[src/swm_pkg.sv]
// ----------------------------------------------------------------------------
// Sliding window median - package
// Sizes, item field types and the link between neighboring sort cells.
// ----------------------------------------------------------------------------
package swm_pkg;

    localparam int WINDOW_MAX  = 64;
    localparam int SAMPLE_BITS = 32;

    localparam int IDX_W = (WINDOW_MAX > 1) ? $clog2(WINDOW_MAX) : 1;
    localparam int CNT_W = $clog2(WINDOW_MAX + 1);

    typedef logic signed [31:0]          sample_t;
    typedef logic signed [32:0]          median_t;
    typedef logic        [6:0]           wsize_t;
    typedef logic signed [SAMPLE_BITS-1:0] val_t;
    typedef logic        [IDX_W-1:0]     idx_t;
    typedef logic        [CNT_W-1:0]     cnt_t;

    // what a cell shows its neighbors
    typedef struct packed {
        val_t val;
        logic gt;     // entry above the new item (or empty)
        logic eq;     // entry equals the evicted item
        logic below;  // entry sits below the evicted slot
        logic le;     // compacted entry at this slot is <= new item
    } cell_link_t;

    localparam cell_link_t LINK_LO_EDGE = '{val: '0, gt: 1'b0, eq: 1'b0,
                                           below: 1'b1, le: 1'b1};
    localparam cell_link_t LINK_HI_EDGE = '{val: '0, gt: 1'b1, eq: 1'b0,
                                           below: 1'b0, le: 1'b0};

endpackage

[src/swm_ring.sv]
// ----------------------------------------------------------------------------
// Sliding window median - arrival ring
// Samples in arrival order; prefetches the entry that the next item evicts.
// ----------------------------------------------------------------------------
module swm_ring (
    input  logic          clk,
    input  logic          rst_n,
    input  logic          wr_en,
    input  swm_pkg::idx_t wr_addr,
    input  swm_pkg::val_t wr_data,
    input  swm_pkg::idx_t rd_addr,
    output swm_pkg::val_t oldest
);
    import swm_pkg::*;

    val_t mem [WINDOW_MAX];
    val_t rd_q;
    val_t last_reg;
    logic fwd_reg;

    always_ff @(posedge clk)
    begin
        if (wr_en)
        begin
            mem[wr_addr] <= wr_data;
            rd_q         <= mem[rd_addr];
            last_reg     <= wr_data;
        end
    end

    always_ff @(posedge clk or negedge rst_n)
    begin
        if (!rst_n)
        begin
            fwd_reg <= 1'b0;
        end
        else if (wr_en)
        begin
            fwd_reg <= (rd_addr == wr_addr);
        end
    end

    assign oldest = fwd_reg ? last_reg : rd_q;

endmodule

[config.mk]
export PLATFORM = sky130hd
export DESIGN_NAME = swm_ring
export DESIGN_NICKNAME = d
export VERILOG_FILES = /design/src/swm_pkg.sv /design/src/swm_ring.sv
export SDC_FILE = /design/constraint.sdc
export NUM_CORES = 2
export LEC_CHECK = 0
export BUFFER_PORTS_ARGS = -buffer_cell sky130_fd_sc_hd__buf_2
export CAP_MARGIN = 20
export CORE_MARGIN = 5
export CORE_UTILIZATION = 30
export CTS_CLUSTER_DIAMETER = 40
export CTS_CLUSTER_SIZE = 25
export DETAILED_ROUTE_END_ITERATION = 8
export PLACE_DENSITY = 0.49
export SLEW_MARGIN = 15
export SYNTH_ARGS = -nofsm -noshare
export SYNTH_HDL_FRONTEND = slang
export SYNTH_SLANG_ARGS = --single-unit
[constraint.sdc]
create_clock -name clk -period 2.9 [get_ports clk]
set_clock_uncertainty 0.15 [all_clocks]
set_input_delay 0.435 -clock clk [delete_from_list [all_inputs] [get_ports clk]]
set_output_delay 0.435 -clock clk [all_outputs]
set_load 0.02 [all_outputs]
==> metrics.md <==
| Metric | Value |
|---|---|
| Status | `finished, final reports clean` |
| Async set-reset flop share out of synthesis | `less than 1%` |
| Critical R2R Launch | `mem[40][27]` |
| Area Overhead vs Synth | `25.5%` |
| Post-Place Cells | `approximately 7.5k` |
| R2R setup slack | `around 0.42 ns` |
| Via count | `around 41k` |
| Reg clk slew, reported paths | `about 0.06 ns` |
| Final setup violation count | `0` |
| HP Class | `input pin to flip-flop` |
| Crit start category | `flip-flop` |
| Gate power share | `~5.2%` |
| YS warnings | `0` |
| Slew @ Worst Pin | `~1.1 ns` |
| Cell Area, Synth | `80700 sq um` |
| Final Core Density | `a little under two fifths` |
| Root Buffer | `clkbuf_16` |
| FF-to-FF End | `rd_q[27]` |
| Post-synth net total | `about 3.6k` |
| Grt peak-use layer | `met2` |
| Grt met2 use | `approximately 28%` |
| Hold_sp | `wr_data[4]` |
| Die width | `about 530 um` |
| Largest net degree at the start of global routing | `66` |
| Antenna-violating nets left | `0` |
| Longest Clk Path Bufs | `4` |
| Fin crit share | `around 96%` |
| Max-slew violations | `0` |
| Placer congestion estimate | `0.787` |
| Non-filler cells, final | `8126` |
| Sw power | `0.0170 W` |
| Fin crit period | `around 2.8 ns` |
| Cell area after layout | `101000 sq um` |
| Die footprint | `approximately 280000 sq um` |
| H-tree Lvls | `5` |
| Tot Pwr | `around 0.077 W` |
| Pint | `about 0.060 W` |
| GRT met1 Usage | `24.0%` |
| Global-route wire length before repair | `340000 um` |
| Sequential element share of the synthesized area | `78.6%` |
| CTS Buf Count | `roughly 320` |
| Worst EP required | `roughly 2.3 ns` |
| Leakage | `~32 nW` |
| CP arrival | `2.21 ns` |
| Post-DR vias/cell | `about 5.1` |
| Max FFs per register | `roughly 2.0k` |
| First drt pass iteration count | `7` |
| Residual DRC count | `0` |
| Min Hold Slack | `about 0.092 ns` |
| Worst setup EP type | `output port` |
| Mapped Cells | `3599` |
| Max-slew headroom | `approximately a quarter` |
| Ports | `79` |
| Crit Path Max Fanout | `20` |
| Placed inst area | `approximately 90000 sq um` |
| RSZ-0062 raised after global routing | `false` |
| Net Sw Frac | `22.2%` |
| Synth Register Bits | `roughly 2.1k` |
| Fin. Hold Viols | `0` |
| Placement Rows | `190` |
| Max IR drop VDD | `between 0.4 and 0.5 mV` |
| Drt total wl | `approximately 240000 um` |
| Seq pwr share | `between 40% and 50%` |
| Met3 Use GR | `3.40%` |
| Initial antenna violation count | `40` |
| Height of the die | `529 um` |
| Classification of the worst setup path | `flip-flop to output port` |
| Fraction of layout cells with a size suffix above 1 | `between 30% and 40%` |
| Vias in the first global route | `42.6k` |
| Max cap viols | `0` |
| Mapped Avg Cell Area | `22.4 sq um` |
| R2R depth | `7` |
| CORE AREA | `268000 sq um` |
| Most frequent cells in the layout | `edfxtp_1, mux4_2, buf_4, clkbuf_16, buf_12` |
| DR iter-0 viols | `approximately 4.5k` |
| Grt total ovfl | `0` |
| GRT Resource Usage Total | `17.3%` |
| Clock power frac | `approximately half` |
| Fmax | `0.358 GHz` |
| Post-synth cell types | `40` |
| Post-synth EDFFs | `2112` |
| Routed len/inst | `about 30 um` |
| Sink Count | `roughly 2.1k` |
| Hold path cells | `2` |
| PwrDens | `between 700 and 800 nW/um^2` |
| Most common cell after layout, fill and taps aside | `edfxtp_1` |
| Hold Path End | `mem[36][4]` |
| # nets final | `between 4k and 5k` |
| Skew-Pair Late Insertion Delay | `0.94 ns` |
| CTS tree | `done` |
| Final HPWL DP | `147000 um` |
| Port Buf Inserts | `78` |
| Synth Flop Type | `edfxtp_1` |
| Starting density of the core | `approximately 30%` |
## logic make-up (layout without fill, tap and decap cells)
group                     Yosys count  after routing  share of synthesized area, %
other                               0             25                             0
muxes                             609            609                          15.0
buffers and inverters             208           1158                          1.58
DFF                              2113           2113                          78.6
xor gates and xnor gates            6              6                        0.0651
AOI/OAI and AO/OA                 259            259                          2.35
and+or+nand+nor                   404            404                          2.41
## critical path: stages (launching register included)
cell	delay (ns)
dfrtp_2	0.39
buf_8	0.23
mux2_2	0.47
buf_2	0.20
## cell type report
| class | count | area, sq um |
|---|---|---|
| clock inverter | 214 | 2500 |
| sequential | 2113 | 63400 |
| antenna | 25 | 62.6 |
| clock buffer | 352 | 8320 |
| inverter | 1 | 3.75 |
| fill | 24100 | 167000 |
| tap | 3552 | 4440 |
| timing repair buffer | 591 | 5990 |
| multi-input combinational | 1278 | 16500 |
## cells in the mapped netlist (3+ instances only)
master / n / share of area [%]
a21oi_1: 29 / 0.18
mux2_2: 57 / 0.80
o221ai_1: 46 / 0.50
nor3_1: 10 / 0.062
o211a_1: 10 / 0.12
buf_2: 53 / 0.33
nor2b_1: 23 / 0.18
nor2_1: 91 / 0.42
nand2b_1: 22 / 0.17
nor4_1: 5 / 0.039
a311o_1: 9 / 0.11
a31oi_1: 6 / 0.047
o22a_1: 9 / 0.098
mux4_2: 472 / 13
xnor2_1: 6 / 0.065
buf_1: 5 / 0.023
or2_2: 3 / 0.023
edfxtp_1: 2112 / 79
buf_4: 39 / 0.36
a211oi_1: 31 / 0.29
clkbuf_1: 74 / 0.34
o22ai_1: 59 / 0.46
a22oi_1: 54 / 0.50
nand4_1: 57 / 0.44
buf_8: 4 / 0.074
buf_6: 32 / 0.45
nand3_1: 69 / 0.43
mux2i_1: 80 / 0.99
and3_1: 8 / 0.062
o21ai_0: 5 / 0.031
nand2_1: 106 / 0.49
## power groups by stage
stage | Clock (W) | Sequential [W] | Combinational [W]
2_1_floorplan | 0 | 0.0346 | 0.00176
3_3_place_gp | 0 | 0.0346 | 0.00400
3_5_place_dp | 0 | 0.0347 | 0.00403
4_1_cts | 0.0395 | 0.0340 | 0.00408
5_1_grt | 0.0410 | 0.0340 | 0.00423
6_report | 0.0387 | 0.0340 | 0.00401
## how the worst max path moves through the flow
stage                     slack [ns]         end  startpoint  cells past startpoint
after floorplan                -0.37  mem[39][0]  wr_addr[5]                      4
after global placement         -0.71    rd_q[10]  rd_addr[0]                      9
after detailed placement       -0.66    rd_q[16]  rd_addr[0]                      9
after CTS                       0.01  oldest[23]     fwd_reg                      3
after global routing            0.04  oldest[23]     fwd_reg                      3
final                           0.11  oldest[23]     fwd_reg                      3
## repair_timing
action                     in CTS  in global routing
gates resized for setup         5                  0
hold endpoints to repair      694                  0
buffers inserted                0                  0
hold buffers                   32                  0
setup endpoints to repair      19                  0
## metal layers
layer,vias up,wire [um]
li1,16900,-
met1,22700,103000
met2,1590,116000
met3,302,18300
met4,0,6550
met5,-,0
## stage by stage
step | TNS [ns] | setup slack, ns
final | 0 | 0.109
after global routing | 0 | 0.0447
after CTS | 0 | 0.0112
after detailed placement | -5.32 | -0.665
after global placement | -5.60 | -0.712
after floorplan | -290.69 | -0.369
Note: power is estimated with default switching activity, not from simulation.
